**src/rtl/dpid_pkg.sv**
```systemverilog
// ----------------------------------------------------------------------------
// dpid_pkg
// Shared types and constants for the dual pid controller.
// ----------------------------------------------------------------------------
package dpid_pkg;

  localparam int FRAC_BITS_DEF = 8;

  localparam int ERR_W   = 16;
  localparam int GAIN_W  = 16;
  localparam int CMD_W   = 16;
  localparam int LIM_W   = 23;
  localparam int ACC_W   = 24;
  localparam int DIFF_W  = ERR_W + 1;
  localparam int CFG_IDX_W  = 4;
  localparam int CFG_DATA_W = 23;

  typedef enum logic [CFG_IDX_W-1:0] {
    REG_PROP_GAIN_LIN  = 4'd0,
    REG_INTEG_GAIN_LIN = 4'd1,
    REG_DERIV_GAIN_LIN = 4'd2,
    REG_INTEG_LIMIT_LIN = 4'd3,
    REG_PROP_GAIN_ANG  = 4'd4,
    REG_INTEG_GAIN_ANG = 4'd5,
    REG_DERIV_GAIN_ANG = 4'd6,
    REG_INTEG_LIMIT_ANG = 4'd7
  } cfg_reg_t;

  typedef struct packed {
    logic signed [ERR_W-1:0] dist_error;
    logic signed [ERR_W-1:0] heading_error;
  } in_item_t;

  typedef struct packed {
    logic signed [CMD_W-1:0] vel_cmd;
    logic signed [CMD_W-1:0] turn_cmd;
  } out_item_t;

  // gains and clamp of one channel
  typedef struct packed {
    logic signed [GAIN_W-1:0] kp;
    logic signed [GAIN_W-1:0] ki;
    logic signed [GAIN_W-1:0] kd;
    logic        [LIM_W-1:0]  lim;
  } chan_cfg_t;

  // operands handed from the integrator stage to the output stage
  typedef struct packed {
    logic signed [ERR_W-1:0]  err;
    logic signed [ACC_W-1:0]  acc;
    logic signed [DIFF_W-1:0] diff;
  } stage_t;

endpackage

```
**src/rtl/dpid_back.sv**
```systemverilog
// ----------------------------------------------------------------------------
// dpid_back
// Gain products, rescale and saturation of one channel into the result
// register.
// ----------------------------------------------------------------------------
module dpid_back #(
  parameter int FRAC_BITS = dpid_pkg::FRAC_BITS_DEF
) (
  input  logic                                clk,
  input  logic                                load,
  input  dpid_pkg::chan_cfg_t                 cfg,
  input  dpid_pkg::stage_t                    stage,
  output logic signed [dpid_pkg::CMD_W-1:0]   cmd
);
  import dpid_pkg::*;

  localparam int P_W   = GAIN_W + ERR_W;
  localparam int I_W   = GAIN_W + ACC_W;
  localparam int D_W   = GAIN_W + DIFF_W;
  localparam int SUM_W = I_W + 2;

  logic signed [P_W-1:0]   p_term;
  logic signed [I_W-1:0]   i_term;
  logic signed [D_W-1:0]   d_term;
  logic signed [SUM_W-1:0] sum;
  logic signed [SUM_W-1:0] scaled;
  logic signed [CMD_W-1:0] cmd_next;

  always_comb begin
    p_term = P_W'(cfg.kp) * P_W'(stage.err);
    i_term = I_W'(cfg.ki) * I_W'(stage.acc);
    d_term = D_W'(cfg.kd) * D_W'(stage.diff);
    sum    = SUM_W'(p_term) + SUM_W'(i_term) + SUM_W'(d_term);
    // arithmetic shift gives floor rounding
    scaled = sum >>> FRAC_BITS;
    if (scaled[SUM_W-1:CMD_W-1] == '0 || scaled[SUM_W-1:CMD_W-1] == '1) begin
      cmd_next = scaled[CMD_W-1:0];
    end else if (scaled[SUM_W-1]) begin
      cmd_next = {1'b1, {(CMD_W-1){1'b0}}};
    end else begin
      cmd_next = {1'b0, {(CMD_W-1){1'b1}}};
    end
  end

  always_ff @(posedge clk) begin
    if (load) begin
      cmd <= cmd_next;
    end
  end

endmodule
```
**config.mk**
```make
export PLATFORM = sky130hd
export DESIGN_NAME = dpid_back
export DESIGN_NICKNAME = d
export VERILOG_FILES = /design/src/rtl/dpid_pkg.sv /design/src/rtl/dpid_back.sv
export SDC_FILE = /design/constraint.sdc
export NUM_CORES = 2
export LEC_CHECK = 0
export ABC_AREA = 1
export BUFFER_PORTS_ARGS = -buffer_cell sky130_fd_sc_hd__clkbuf_2
export CORE_MARGIN = 5
export CORE_UTILIZATION = 60
export CTS_BUF_LIST = sky130_fd_sc_hd__clkbuf_2 sky130_fd_sc_hd__clkbuf_4 sky130_fd_sc_hd__clkbuf_8
export DETAILED_ROUTE_END_ITERATION = 10
export HOLD_SLACK_MARGIN = 0.03
export PLACE_DENSITY_LB_ADDON = 0.2
export SKIP_LAST_GASP = 1
export SYNTH_ARGS = -nofsm -noshare
export SYNTH_HDL_FRONTEND = slang
export SYNTH_SLANG_ARGS = --single-unit
```
**constraint.sdc**
```tcl
create_clock -name clk -period 12.05 [get_ports clk]
set_input_delay 1.8075 -clock clk [delete_from_list [all_inputs] [get_ports clk]]
set_output_delay 1.8075 -clock clk [all_outputs]
set_load 0.01 [all_outputs]
```
# Word-level counts from Yosys, hierarchy flattened
# Index checks and enable logic that the tools add are counted.
dict set report word_totals {
  ff_bits 16
  output_inout_bits 16
  inputBits 130
  elab_cells 11
}
dict set report classes {
  reduce_logical 2
  n_mul 3
  addsub 2
  eq_ne 1
  mux 2
}
# operator n
set op_table {}
lappend op_table {{$add A41 B33 Y42} 1}
lappend op_table {{$add A32 B40 Y41} 1}
lappend op_table {{$mul A16 B24 Y40} 1}
lappend op_table {{$mul A16 B17 Y33} 1}
lappend op_table {{$mul A16 B16 Y32} 1}
lappend op_table {{$mux W16} 2}
lappend op_table {{$eq A27 B27 Y1 const B} 1}
lappend op_table {{$logic_not A27 Y1} 1}
lappend op_table {{$logic_or A1 B1 Y1} 1}

# Logic depth before layout (Yosys ltp)
dict set report logic_depth {
  depth_word 6
  mapped_depth 42
  depth_no_buf 40
}

# Least setup slack after synthesis
# OpenSTA, ideal clock, no wires.
dict set report synth_timing {
  kind {input port to flip-flop}
  from {input cfg[31] in the netlist's numbering}
  to {register cmd[10] in the netlist's numbering, data pin}
  n_path_buf 3
  path_slack_ns 2.590
  arrival_time_ns 9.208
  t_required_ns 11.798
  stages 32
  setup_time_ns 0.252
  path_cell_list {clkbuf_1 clkbuf_1 nand2_1 fa_1 inv_1 fa_1 fa_1 inv_1 fa_1 fa_1 inv_1 fa_1 fa_1 fa_1 inv_1 fa_1 inv_1 ha_1 nand2_1 nor2_1 nand2_1 nor2_1 nand4_1 nand3_1 nand2_1 nand2_1 nand3b_1 nor2_1 nand3_2 nand3_2 buf_6 nand2_1}
}
dict set report synth_between {
  elab_chain_cells 5
  word_cells_on_any_way 7
  classes_between {add/sub (1); mul (1); eq/ne (1); mux (2); reduce/logical (2)}
}
# item line_no
set synth_lines {}
lappend synth_lines {{start, declared} dpid_back.sv:11} ;# input dpid_pkg::chan_cfg_t cfg,
lappend synth_lines {{$mul A16 B17 Y33 *} dpid_back.sv:32} ;# d_term = D_W'(cfg.kd) * D_W'(stage.diff);
lappend synth_lines {{$add A41 B33 Y42 *} dpid_back.sv:33} ;# sum = SUM_W'(p_term) + SUM_W'(i_term) + SUM_W'(d_term);
lappend synth_lines {{$eq A27 B27 Y1 or $logic_not A27 Y1 (tied branches)} dpid_back.sv:36} ;# if (scaled[SUM_W-1:CMD_W-1] == '0 || scaled[SUM_W-1:CMD_W-1] == '1) begin
lappend synth_lines {{$logic_or A1 B1 Y1} dpid_back.sv:36}
lappend synth_lines {{$mux W16 *} dpid_back.sv:36}
lappend synth_lines {{named net cmd_next[10]} dpid_back.sv:27} ;# logic signed [CMD_W-1:0] cmd_next;
lappend synth_lines {{end signal, assigned} dpid_back.sv:47} ;# cmd <= cmd_next;
lappend synth_lines {{end, declared} dpid_back.sv:13} ;# output logic signed [dpid_pkg::CMD_W-1:0] cmd
# Mark *: on every way through the listed nets, which the timed path passes. The rest lies on a longest branch.
# A chain may end at the register's enable or synchronous reset.

# Worst setup path in the final report
dict set report layout_timing {
  from {input stage[16] in the netlist's numbering}
  to {register cmd[7] in the netlist's numbering, data pin}
}
dict set report layout_between {
  elab_chain_cells 5
  word_cells_on_any_way 7
  classes_between {add/sub (1); mul (1); eq/ne (1); mux (2); reduce/logical (2)}
}
# item line_no
set layout_lines {}
lappend layout_lines {{start, declared} dpid_back.sv:12} ;# input dpid_pkg::stage_t stage,
lappend layout_lines {{$mul A16 B17 Y33 *} dpid_back.sv:32}
lappend layout_lines {{$add A41 B33 Y42 *} dpid_back.sv:33}
lappend layout_lines {{$eq A27 B27 Y1 or $logic_not A27 Y1 (tied branches)} dpid_back.sv:36}
lappend layout_lines {{$logic_or A1 B1 Y1} dpid_back.sv:36}
lappend layout_lines {{$mux W16 *} dpid_back.sv:36}
lappend layout_lines {{named net cmd_next[7]} dpid_back.sv:27}
# Marks and branches as above.

==> flow_summary.json <==
{
  "status": "completed",
  "tightest_slew_ns": 0.820,
  "clock_sinks": 16,
  "synth_fa_ha_area_share_pct": 64.2,
  "drt.antenna.violating_nets": 0,
  "crit_path_max_fanout": 16,
  "hold_buffers": 0,
  "period_needed_ns": 10.33,
  "rsz0062_at_grt": "false",
  "cp.arrival_ns": 10.32,
  "layout_common_cells": "inv_1 (1682), nand2_1 (1153), fa_1 (1094)",
  "postSynthAreaPerCell_um2": 8.17,
  "antenna_found_initial": 6,
  "synthSimpleGateAreaFrac_pct": 14.4,
  "cts_tree": "built",
  "maxSlewViolCount": 0,
  "cts-resized-gates": 0,
  "yosys_warnings": 0,
  "core-area_um2": 63100,
  "post-route-period-util_pct": 85.7,
  "postCtsSetupRepairBufs": 0,
  "slew_headroom_pct": 45.3,
  "clockBufferDepth": 2,
  "hold_class": "input pin to register",
  "grt_usage_pct": 28.2,
  "cp-end-kind": "register",
  "cts_made_buffers": 3,
  "die_area_um2": 68800,
  "muxShareOfSynthArea_pct": 0,
  "fillers": 5617,
  "synth_nets": 6111,
  "required_ns": 12.04,
  "grt_pass1_wl_um": 157000,
  "max_cap_violations": 0,
  "gp_congestion": 0.944,
  "clk_pin_slew_worst_paths_ns": 0.06,
  "critPathCapture": "cmd[7]$_DFFE_PP_",
  "area_growth_syn_to_layout_pct": 2.61,
  "critPathLaunch": "stage[16]",
  "cts_root_buf": "clkbuf_8",
  "finalWirelength_um": 92800,
  "port_buffers": 122,
  "drive_gt1_share_pct": 4.29,
  "fmax_mhz": 96.8,
  "grt_max_degree": 25,
  "reg_top3": "cmd: 16 flops",
  "layout_commonest_cell": "inv_1",
  "fin_nets": 6052,
  "synth_cell_types": 31,
  "synthCells": 4676,
  "first_global_vias": 29909,
  "synth-compound-area-share_pct": 0.956,
  "top_register": "cmd",
  "io_pins": 146,
  "path_class": "input pin to register",
  "drt_iter0_drc": 1774,
  "dp_hpwl_um": 85800,
  "ys_seq_area_share_pct": 1.26,
  "fp.dieW_um": 262,
  "timing.setup.tns_ns": 0,
  "hp-start": "load",
  "drc": 0,
  "finalHoldViolations": 0,
  "dr.pass1.iters": 5,
  "wl_per_cell_um": 17.0,
  "yosys.area_share.xor_xnor_pct": 0.642,
  "htree_num_levels": 1,
  "setup_viol": 0,
  "synth_top_family_by_area": "adder cells",
  "synth-seq-cells": 16,
  "viasPerCell": 5.00,
  "vias": 27305,
  "overflow": 0,
  "die_h_um": 262,
  "start_util_pct": 60.6,
  "largest_register_ffs": 16,
  "rows": 92,
  "cp-start-kind": "input pin",
  "syn_area_um2": 38200
}
## final cells by class
cell class	instances	area [um^2]	share of cell area [%]
multi-input combinational	2785	30700	78.2
inverter	1686	6330	16.1
tap	846	1060	2.70
timing repair buffer	125	633	1.61
sequential	16	480	1.23
clock buffer	3	41.3	0.105
antenna	3	7.51	0.0191
## cells by family after synthesis
group                      count (synthesis)
AOI/OAI and AO/OA                         66
xor gates and xnor gates                  28
adders and majority gates               1305
buffers and inverters                   1875
DFF                                       16
and+or+nand+nor                         1386
## metrics by stage
stage | utilization, % | area, um^2 | hold slack (ns) | worst slack (ns) | cells
2_1_floorplan | - | 38200 | 1.92 | 2.59 | 4676
3_3_place_gp | 62.1 | 39200 | 2.24 | 1.50 | 5458
3_5_place_dp | 62.1 | 39200 | 2.24 | 1.49 | 5458
4_1_cts | 62.1 | 39200 | 2.06 | 1.72 | 5461
5_1_grt | 62.1 | 39200 | 2.08 | 1.32 | 5464
6_report | 62.1 | 39200 | 2.06 | 1.72 | 5464
## how the worst min path moves through the flow
stage | slack (ns) | cells past startpoint | end
global placement | 2.24 | 1 | cmd[6]
detailed placement | 2.24 | 1 | cmd[5]
finish | 2.06 | 1 | cmd[10]$_DFFE_PP_
CTS | 2.06 | 1 | cmd[10]$_DFFE_PP_
global route | 2.08 | 1 | cmd[1]$_DFFE_PP_
floorplan | 1.92 | 0 | cmd[0]$_DFFE_PP_
## metal layers
layer / track usage, % / vias to the layer above / part of all wire (%)
met1: 41.2 / 13856 / 43
li1: - / 12420 / -
met4: 4.73 / 6 / 1.8
met5: 0 / - / 0.027
met2: 45.7 / 904 / 47
met3: 5.20 / 119 / 8.4
## cell usage after synthesis
master | count | area, um^2
fa_1 | 1094 | 21900
nor3_2 | 3 | 30.0
edfxtp_1 | 16 | 480
inv_2 | 4 | 15.0
buf_12 | 1 | 20.0
ha_1 | 211 | 2640
nand2_2 | 25 | 156
inv_1 | 1682 | 6310
nor3_1 | 5 | 25.0
nand3_2 | 2 | 20.0
clkbuf_1 | 185 | 694
xnor2_1 | 12 | 105
buf_6 | 2 | 22.5
nor2_4 | 2 | 22.5
xor2_1 | 16 | 140
nor2_2 | 8 | 50.1
o21ai_0 | 13 | 65.1
nand2_4 | 2 | 22.5
buf_4 | 1 | 7.51
or2_2 | 22 | 138
nand3_1 | 38 | 190
o21bai_1 | 10 | 75.1
and3_1 | 1 | 6.26
a21oi_2 | 2 | 17.5
a21oi_1 | 40 | 200
a21o_1 | 1 | 7.51
nand3b_1 | 5 | 37.5
nor2_1 | 110 | 413
nand2_1 | 1153 | 4330
nand4_1 | 9 | 56.3
nand2b_1 | 1 | 6.26
## worst max-delay path: stages
cell and delay [ns]:
clkbuf_2 0.32, nand2_1 0.56, fa_1 0.68, fa_1 0.54
fa_1 0.50, inv_1 0.08, fa_1 0.86, fa_1 0.53
fa_1 0.58, fa_1 0.47, fa_1 0.51, inv_1 0.05
fa_1 0.47, inv_1 0.04, ha_1 0.41, nand2_1 0.13
nor2_1 0.21, nand2_1 0.15, nor2_1 0.15, nand3_1 0.22
nand3_1 0.18, nand2_1 0.06, nand2_1 0.06, nand3_1 0.09
nor2_1 0.13, nand3_2 0.14, nand3_2 0.27, nand2_1 0.10
Power is left out: the tool's default activity adds up to more than one toggle a clock period on the data nets, which glitch-free logic cannot reach.
