--- src/rtl/dpid_pkg.sv ---
// ----------------------------------------------------------------------------
// dpid_pkg
// Shared types and constants for the dual pid controller.
// ----------------------------------------------------------------------------
package dpid_pkg;

  localparam int FRAC_BITS_DEF = 8;

  localparam int ERR_W   = 16;
  localparam int GAIN_W  = 16;
  localparam int CMD_W   = 16;
  localparam int LIM_W   = 23;
  localparam int ACC_W   = 24;
  localparam int DIFF_W  = ERR_W + 1;
  localparam int CFG_IDX_W  = 4;
  localparam int CFG_DATA_W = 23;

  typedef enum logic [CFG_IDX_W-1:0] {
    REG_PROP_GAIN_LIN  = 4'd0,
    REG_INTEG_GAIN_LIN = 4'd1,
    REG_DERIV_GAIN_LIN = 4'd2,
    REG_INTEG_LIMIT_LIN = 4'd3,
    REG_PROP_GAIN_ANG  = 4'd4,
    REG_INTEG_GAIN_ANG = 4'd5,
    REG_DERIV_GAIN_ANG = 4'd6,
    REG_INTEG_LIMIT_ANG = 4'd7
  } cfg_reg_t;

  typedef struct packed {
    logic signed [ERR_W-1:0] dist_error;
    logic signed [ERR_W-1:0] heading_error;
  } in_item_t;

  typedef struct packed {
    logic signed [CMD_W-1:0] vel_cmd;
    logic signed [CMD_W-1:0] turn_cmd;
  } out_item_t;

  // gains and clamp of one channel
  typedef struct packed {
    logic signed [GAIN_W-1:0] kp;
    logic signed [GAIN_W-1:0] ki;
    logic signed [GAIN_W-1:0] kd;
    logic        [LIM_W-1:0]  lim;
  } chan_cfg_t;

  // operands handed from the integrator stage to the output stage
  typedef struct packed {
    logic signed [ERR_W-1:0]  err;
    logic signed [ACC_W-1:0]  acc;
    logic signed [DIFF_W-1:0] diff;
  } stage_t;

endpackage

--- src/rtl/dpid_front.sv ---
// ----------------------------------------------------------------------------
// dpid_front
// Integrator and previous-error state of one channel, with the stage register
// that holds error, clamped integrator and error difference.
// ----------------------------------------------------------------------------
module dpid_front (
  input  logic                                clk,
  input  logic                                rst,
  input  logic                                load,
  input  logic signed [dpid_pkg::ERR_W-1:0]   err,
  input  logic        [dpid_pkg::LIM_W-1:0]   lim,
  output dpid_pkg::stage_t                    stage
);
  import dpid_pkg::*;

  localparam int SUM_W = ACC_W + 1;

  logic signed [ACC_W-1:0] accum;
  logic signed [ACC_W-1:0] accum_next;
  logic signed [ERR_W-1:0] last_err;
  logic signed [SUM_W-1:0] acc_sum;
  logic signed [SUM_W-1:0] pos_lim;
  logic signed [SUM_W-1:0] neg_lim;
  logic signed [DIFF_W-1:0] diff;

  always_comb begin
    acc_sum = SUM_W'(accum) + SUM_W'(err);
    pos_lim = $signed({{(SUM_W-LIM_W){1'b0}}, lim});
    neg_lim = -pos_lim;
    if (acc_sum > pos_lim) begin
      accum_next = ACC_W'(pos_lim);
    end else if (acc_sum < neg_lim) begin
      accum_next = ACC_W'(neg_lim);
    end else begin
      accum_next = ACC_W'(acc_sum);
    end
    diff = DIFF_W'(err) - DIFF_W'(last_err);
  end

  always_ff @(posedge clk) begin
    if (rst) begin
      accum    <= '0;
      last_err <= '0;
    end else if (load) begin
      accum    <= accum_next;
      last_err <= err;
    end
  end

  always_ff @(posedge clk) begin
    if (load) begin
      stage.err  <= err;
      stage.acc  <= accum_next;
      stage.diff <= diff;
    end
  end

endmodule

--- config.mk ---
export PLATFORM = sky130hd
export DESIGN_NAME = dpid_front
export DESIGN_NICKNAME = d
export VERILOG_FILES = /design/src/rtl/dpid_pkg.sv /design/src/rtl/dpid_front.sv
export SDC_FILE = /design/constraint.sdc
export NUM_CORES = 1
export LEC_CHECK = 0
export BUFFER_PORTS_ARGS = -buffer_cell sky130_fd_sc_hd__buf_2
export CORE_ASPECT_RATIO = 1.5
export CORE_MARGIN = 10
export CORE_UTILIZATION = 40
export DETAILED_ROUTE_END_ITERATION = 6
export PLACE_DENSITY = 0.59
export SETUP_SLACK_MARGIN = 0.15
export SLEW_MARGIN = 20
export SYNTH_ARGS = -nofsm -noshare
export SYNTH_HDL_FRONTEND = slang
export SYNTH_SLANG_ARGS = --single-unit
--- constraint.sdc ---
create_clock -name clk -period 7.44 [get_ports clk]
set_clock_uncertainty 0.2 [all_clocks]
set_input_delay 1.86 -clock clk [delete_from_list [all_inputs] [get_ports clk]]
set_output_delay 1.86 -clock clk [all_outputs]
set_load 0.02 [all_outputs]
**Yosys cells after proc, flatten, opt, wreduce, memory -nomap -nowiden**

Index checks and enable logic that the tools add are counted.

- Bits in registers: 97
- Output and inout bits: 57
- Logic and storage cells: 12

- $add $sub $neg: 3
- Magnitude comparators: 2
- Multiplexer cells: 2

Operator list:

| operator | count |
|---|---|
| $mux W24 | 2 |
| $add A24 B16 Y25 | 1 |
| $gt A25 B24 Y1 | 1 |
| $lt A25 B25 Y1 | 1 |
| $neg A23 Y25 | 1 |
| $sub A16 B16 Y17 | 1 |

**Logic depth before layout (Yosys ltp)**

Gate-level depths: netlist of run 1.

- Depth in word-level cells: 4
- Depth in mapped cells: 23
- Gate-level depth less buffers: 20

**Worst setup path before layout of run 1**

OpenSTA, ideal clock, no wires.

- Path type: input to register
- From: input port err[0] (netlist name)
- To: register stage[23] (netlist name), data pin
- Data arrival time: 6.210 ns
- Data required time: 6.979 ns
- Path slack: 0.768 ns
- Cell stages on the path: 20
- Path buffers: 2
- Path through: ha_1 fa_1 a211oi_2 o211a_1 nor4_4 or4_1 a21oi_1 o21ai_1 xor2_1 ha_1 a21o_1 a2111o_1 a2111oi_0 nand3_1 nand2_1 inv_1 buf_1 buf_2 nor3_1 nor2_1

- Word-level cells in the longest chain between the ends: 4
- Elaborated cells between the ends (all ways): 5

RTL lines:

| element | line | RTL |
|---|---|---|
| start, declared | dpid_front.sv:10 | `input logic signed [dpid_pkg::ERR_W-1:0] err,` |
| $add A24 B16 Y25 (*) | dpid_front.sv:27 | `acc_sum = SUM_W'(accum) + SUM_W'(err);` |
| $lt A25 B25 Y1 | dpid_front.sv:32 | `end else if (acc_sum < neg_lim) begin` |
| $mux W24 | dpid_front.sv:32 |  |
| $mux W24 (*) | dpid_front.sv:30 | `if (acc_sum > pos_lim) begin` |
| net accum_next[6] | dpid_front.sv:19 | `logic signed [ACC_W-1:0] accum_next;` |
| end, declared | dpid_front.sv:12 | `output dpid_pkg::stage_t stage` |

Mark *: on every way through the listed nets, which the timed path passes. The rest lies on a longest branch.
A chain may end at the register's enable or synchronous reset.

**Final worst setup path of run 1**

- From: input port err[0] (netlist name)
- To: register stage[36] (netlist name), data pin

The elaborated chain is that of the path after synthesis.

==> metrics.txt, run 1 <==
GP Congestion 0.934; CP endpoint kind flop; first-pass GRT wire length 34.4 mm; Iter 0 DRT Violations 239; Congestion Overflow GR 0; WL/cell 18.1 µm; critical path's largest stage delay 0.47 ns; Worst Path Arrival 6.78 ns; worst slack at placement 0.0694 ns; Syn Inst Count 812; HPWL Detailed 17.0 mm; ys async rst share 0; mux share of post-synthesis cell area 0.0444; Reg2Reg Setup Slack 1.90 ns; CP max FO 14; max_cap viols 0; IO buf count 98; hold depth 2; Core Area 18500 µm²; vias in the first global route 6563; Top delay family on crit path compound AO/OA/AOI/OAI gates; Min-Delay Path Class reg2reg; Worst setup SP type input port; FF-to-FF Start accum[0]; Skew-Pair Late Insertion Delay 0.36 ns; WP buf/inv 3; Yosys warnings 0; fillcell total 1844; Worst path slowest cell or4_1; setup slack after layout 0.561 ns; CTS Sinks 97; Clock transition at path regs 0.07 ns; critical path required time 7.34 ns; Syn Nets 943; clk buf depth 2; all-layer global routing usage 0.174; clk root buf clkbuf_16; Post-Synth XOR/XNOR Area 0.0480; critical path, cell by cell buf_2 -> ha_1 -> fa_1 -> a211oi_2 -> o211a_1 -> nor4_4 -> or4_1 -> a21oi_1 -> o21ai_1 -> xor2_1 -> ha_1 -> a21o_1 -> a2111o_1 -> a2111oi_1 -> nand3_1 -> nand2_1 -> inv_1 -> buf_4 -> a21o_1 -> mux2_2; synthesized area 7480 µm²; main combinational cell family by area after synthesis compound AO/OA/AOI/OAI gates; flip-flop and latch count after synthesis 97; VDD IR max 269 µV; crit share post-route 0.925; initial antenna violation count 2; CTS HTree Levels 3; Die Height 187 µm; Post-Syn Area per Cell 9.21 µm²; max-slew violations 0; final setup TNS 0 ns; Die ar. 24700 µm²; final core utilization 0.470; initial core utilization 0.405; number of flops mapped to enable cells by yosys 57; Setup violations, final 0; post-synth top area share 0.229; worst-case hold path end point accum[20]; HP Start accum[20]; Post-Synth Adder-Cell Area 0.152; Worst Hold Slack 0.293 ns; kind of critical path in2reg; ANT nets after route 0; R2R Path End stage[36]; Area Overhead vs Synth 16.2%; total CTS buffers 9; Synth area leaders edfxtp_1 (23%), ha_1 (15%), dfxtp_1 (11%); Pre-antenna DRT Iters 4; Synth Area in Compound Gates 0.184; DRC 0; worst r2r path cells 19; die outline width 132 µm; cell with the most instances after synthesis ha_1; number of I/O pins 99; Netlist cell types 81; Pwr Total 3.47 mW; measured slew at the worst slew-check pin 0.927 ns; outcome finished, final reports clean; Main synth FF type edfxtp_1; total wire length 21.4 mm; dominant cell type by area after synthesis edfxtp_1; Leak 3.81 nW; row count 61; RSZ-0062 raised after global routing false; layout cells sized above 1 0.184; Worst slew margin 0.380; hold buffer count at cts 0; CTS tree done; most instantiated cells after synthesis ha_1 (87), nor2_1 (82), nand2_1 (60); final hold vios 0; total number of vias 6435; Fmax achieved 145 MHz; Final min period 6.88 ns; Final nets 1049; largest net degree at the start of global routing 54; Synth Area in Simple Gates 0.183; pwr/cell area 399 nW/µm²; DR vias/cell 5.47; sequential area share after synthesis 0.336
## registers in the layout, indices dropped and copies added (netlist names)
signal and count:
accum 24, stage 57, last_err 16
## per-layer routing
layer / global-route usage / vias up / wire, µm
li1: - / 3230 / -
met1: 0.174 / 3029 / 8280
met2: 0.332 / 134 / 11400
met3: 0.0358 / 42 / 834
met4: 0.0833 / 0 / 810
met5: 0 / - / 0
## cell families (layout without fill, tap and decap cells)
kind of cell	count (synthesis)	after routing
adder cells (fa/ha/maj)	90	90
XOR/XNOR	41	41
AO/OA/AOI/OAI	192	192
other	0	2
multiplexers	32	32
buffers and inverters	90	201
flip-flops	97	97
AND/OR/NAND/NOR	270	270
## worst max path at each step
stage | start | end | slack [ns] | cells past startpoint
final | err[0] | stage[36] | 0.56 | 20
after detailed placement | err[0] | accum[19] | 0.07 | 21
after global routing | err[0] | stage[35] | 0.19 | 21
after CTS | err[0] | stage[36] | 0.46 | 20
after floorplan | err[0] | stage[23] | 0.77 | 20
after global placement | err[0] | stage[36] | 0.21 | 20
## stage by stage
step,instance area (µm²),instances
2_1_floorplan,7480,812
3_3_place_gp,8350,1158
3_5_place_dp,8350,1158
4_1_cts,8670,1174
5_1_grt,8690,1176
6_report,8690,1177
## layout by cell type, fill, tap and decap left out, types with 16 or more instances in the layout
| master | count |
|---|---|
| a21oi_1 | 36 |
| buf_2 | 97 |
| buf_4 | 25 |
| dfxtp_1 | 40 |
| edfxtp_1 | 57 |
| ha_1 | 87 |
| inv_1 | 59 |
| mux2i_1 | 26 |
| nand2_1 | 60 |
| nand3_1 | 21 |
| nor2_1 | 82 |
| nor3_1 | 30 |
| o21a_1 | 16 |
| o21ai_0 | 40 |
| xnor2_1 | 29 |
## worst min-delay path, delay by kind of cell, from the launching register on
kind | cells | cell delay, ns
compound gates | 1 | 0.07
flops | 1 | 0.31
simple gates | 1 | 0.06
## final cells by class
type	instances	area, µm²	share of cell area
Tap cell	252	315	0.0363
Multi-Input combinational cell	625	4570	0.526
Clock buffer	12	278	0.0320
Inverter	60	225	0.0259
Antenna cell	2	5.00	0.000576
Timing Repair Buffer	125	733	0.0844
Sequential cell	97	2510	0.289
Clock inverter	4	47.5	0.00547
## power breakdown
group / leakage (nW) / switching [mW] / internal (mW) / total (mW)
combinational: 2.76 / 1.26 / 0.869 / 2.13
sequential: 0.888 / 0.0622 / 0.764 / 0.826
clock: 0.161 / 0.211 / 0.298 / 0.509
total: 3.81 / 1.54 / 1.93 / 3.47
## timing repair
| item | 4_1_cts | 5_1_grt |
|---|---|---|
| buffers inserted | 0 | 1 |
| gates resized for setup | 0 | 1 |
| setup endpoints to repair | 0 | 23 |
No activity file was read; power rests on OpenSTA's default activity.
==> run 2: changes to the inputs <==
Settings changed: CORE_UTILIZATION 40 to 59, PLACE_DENSITY 0.59 to 0.81.
==> run 2 against run 1 <==
- setup slack lost 0.051 ns
- fmax shrank 0.74%
- wire length shrank 5.0%
- register-to-register slack lost 0.06 ns
- sequential power grew 0.8%
- total power shrank 3.4%
- core utilization grew 21 points
- critical path depth is the same
- combinational power shrank 3%
- cell count shrank 9.3%
- highest routed layer unchanged
==> metrics.txt, run 2 (synthesis gave the netlist of run 1 again) <==
max FFs per register 57; Worst slew margin 0.390; Pre-antenna DRT Iters 5; VDD IR max 302 µV; die outline width 112 µm; CP endpoint kind flop; most common cell after layout, fill and taps aside buf_2; Worst setup SP type input port; vias in the first global route 6526; post-CTS resize count 0; Worst Path Arrival 6.83 ns; Min-Delay Path Class reg2reg; Post-Place Cell Area 8120 µm²; Area Overhead vs Synth 12.6%; Fmax achieved 144 MHz; Core Area 12400 µm²; CP Launch Point err[0]; Clock transition at path regs 0.07 ns; max-slew violations 0; CP max FO 24; Final min period 6.93 ns; Leak 3.73 nW; Largest Register stage; outcome finished, final reports clean; DR vias/cell 6.13; CTS tree done; CTS Sinks 97; HPWL Detailed 16.0 mm; WL/cell 19.0 µm; row count 50; Die ar. 17700 µm²; HP Start last_err[5]; Iter 0 DRT Violations 403; total CTS buffers 9; Die Height 158 µm; RSZ-0062 raised after global routing false; most frequent cells in the layout buf_2 (97), ha_1 (87), nor2_1 (82), nand2_1 (60), inv_1 (59); GP Congestion 0.999; pwr/cell area 398 nW/µm²; first-pass GRT wire length 32.5 mm; critical path required time 7.34 ns; kind of critical path in2reg; initial core utilization 0.601; Setup violations, final 0; total number of vias 6546; initial antenna violation count 0; clk root buf clkbuf_16; max_cap viols 0; DRC 0; largest net degree at the start of global routing 60; hold buffer count at cts 0; FF-to-FF Start accum[0]; fillcell total 1090; CTS HTree Levels 3; Congestion Overflow GR 0; Design Area, Final 8410 µm²; Largest regs stage: 57 flops, accum: 24 flops, last_err: 16 flops; Ant. Diodes 0; post-CTS setup buffer count 0; final hold vios 0; number of I/O pins 99; all-layer global routing usage 0.227; IO buf count 98; Skew-Pair Late Insertion Delay 0.36 ns; layout cells sized above 1 0.173; final setup TNS 0 ns; ANT nets after route 0; measured slew at the worst slew-check pin 0.913 ns; clk buf depth 2; total wire length 20.3 mm; crit share post-route 0.931; Final nets 1037
[run 2: final cells by class]
| class | count | area (µm²) | area share |
|---|---|---|---|
| Tap cell | 156 | 195 | 0.0232 |
| Clock buffer | 10 | 229 | 0.0272 |
| Sequential cell | 97 | 2510 | 0.299 |
| Multi-Input combinational cell | 625 | 4570 | 0.543 |
| Inverter | 60 | 225 | 0.0268 |
| Clock inverter | 6 | 62.6 | 0.00743 |
| Timing Repair Buffer | 113 | 618 | 0.0735 |
[run 2: routing by layer]
layer / wire (µm) / vias to the layer above / global-route usage
met1: 7380 / 3067 / 0.231
met5: 0 / - / 0
met4: 1200 / 0 / 0.144
met2: 10500 / 224 / 0.416
met3: 1160 / 59 / 0.0424
li1: - / 3196 / -
[run 2: final timing paths]
| path | endpoint | slack, ns | depth (start not counted) |
|---|---|---|---|
| worst max-delay path | stage[31] | 0.51 | 20 |
| worst min-delay path | last_err[5] | 0.30 | 2 |
| worst max register to register | stage[31] | 1.84 | 19 |
| worst min register to register | last_err[5] | 0.30 | 2 |
[run 2: through the flow]
| stage | total power, mW | util | setup WS (ns) | instances | hold WS (ns) |
|---|---|---|---|---|---|
| detailed placement | 2.87 | 0.652 | 0.110 | 1051 | 0.280 |
| floorplan | 2.31 | - | 0.768 | 812 | 0.257 |
| CTS | 3.35 | 0.676 | 0.464 | 1067 | 0.296 |
| global route | 3.62 | 0.676 | 0.197 | 1067 | 0.313 |
| finish | 3.35 | 0.676 | 0.510 | 1067 | 0.295 |
| global placement | 2.84 | 0.652 | 0.199 | 1051 | 0.272 |
[run 2: power breakdown]
part	leakage [nW]	switching (mW)	total (mW)	internal, mW
Sequential	0.888	0.0685	0.833	0.764
Combinational	2.70	1.24	2.06	0.814
Clock	0.142	0.225	0.460	0.235
Total	3.73	1.54	3.35	1.81
[run 2: worst max-delay path, cell delays in order]
cell and delay (ns):
buf_2 0.12, ha_1 0.23, fa_1 0.43, a211oi_2 0.24
o211a_1 0.29, nor4_4 0.10, or4_1 0.47, a21oi_1 0.19
o21ai_1 0.15, xor2_1 0.32, ha_1 0.31, a21o_1 0.18
a2111o_1 0.43, a2111oi_1 0.32, nand3_1 0.16, nand2_1 0.19
buf_12 0.19, mux2_2 0.35, mux2i_1 0.21, nor2_1 0.08
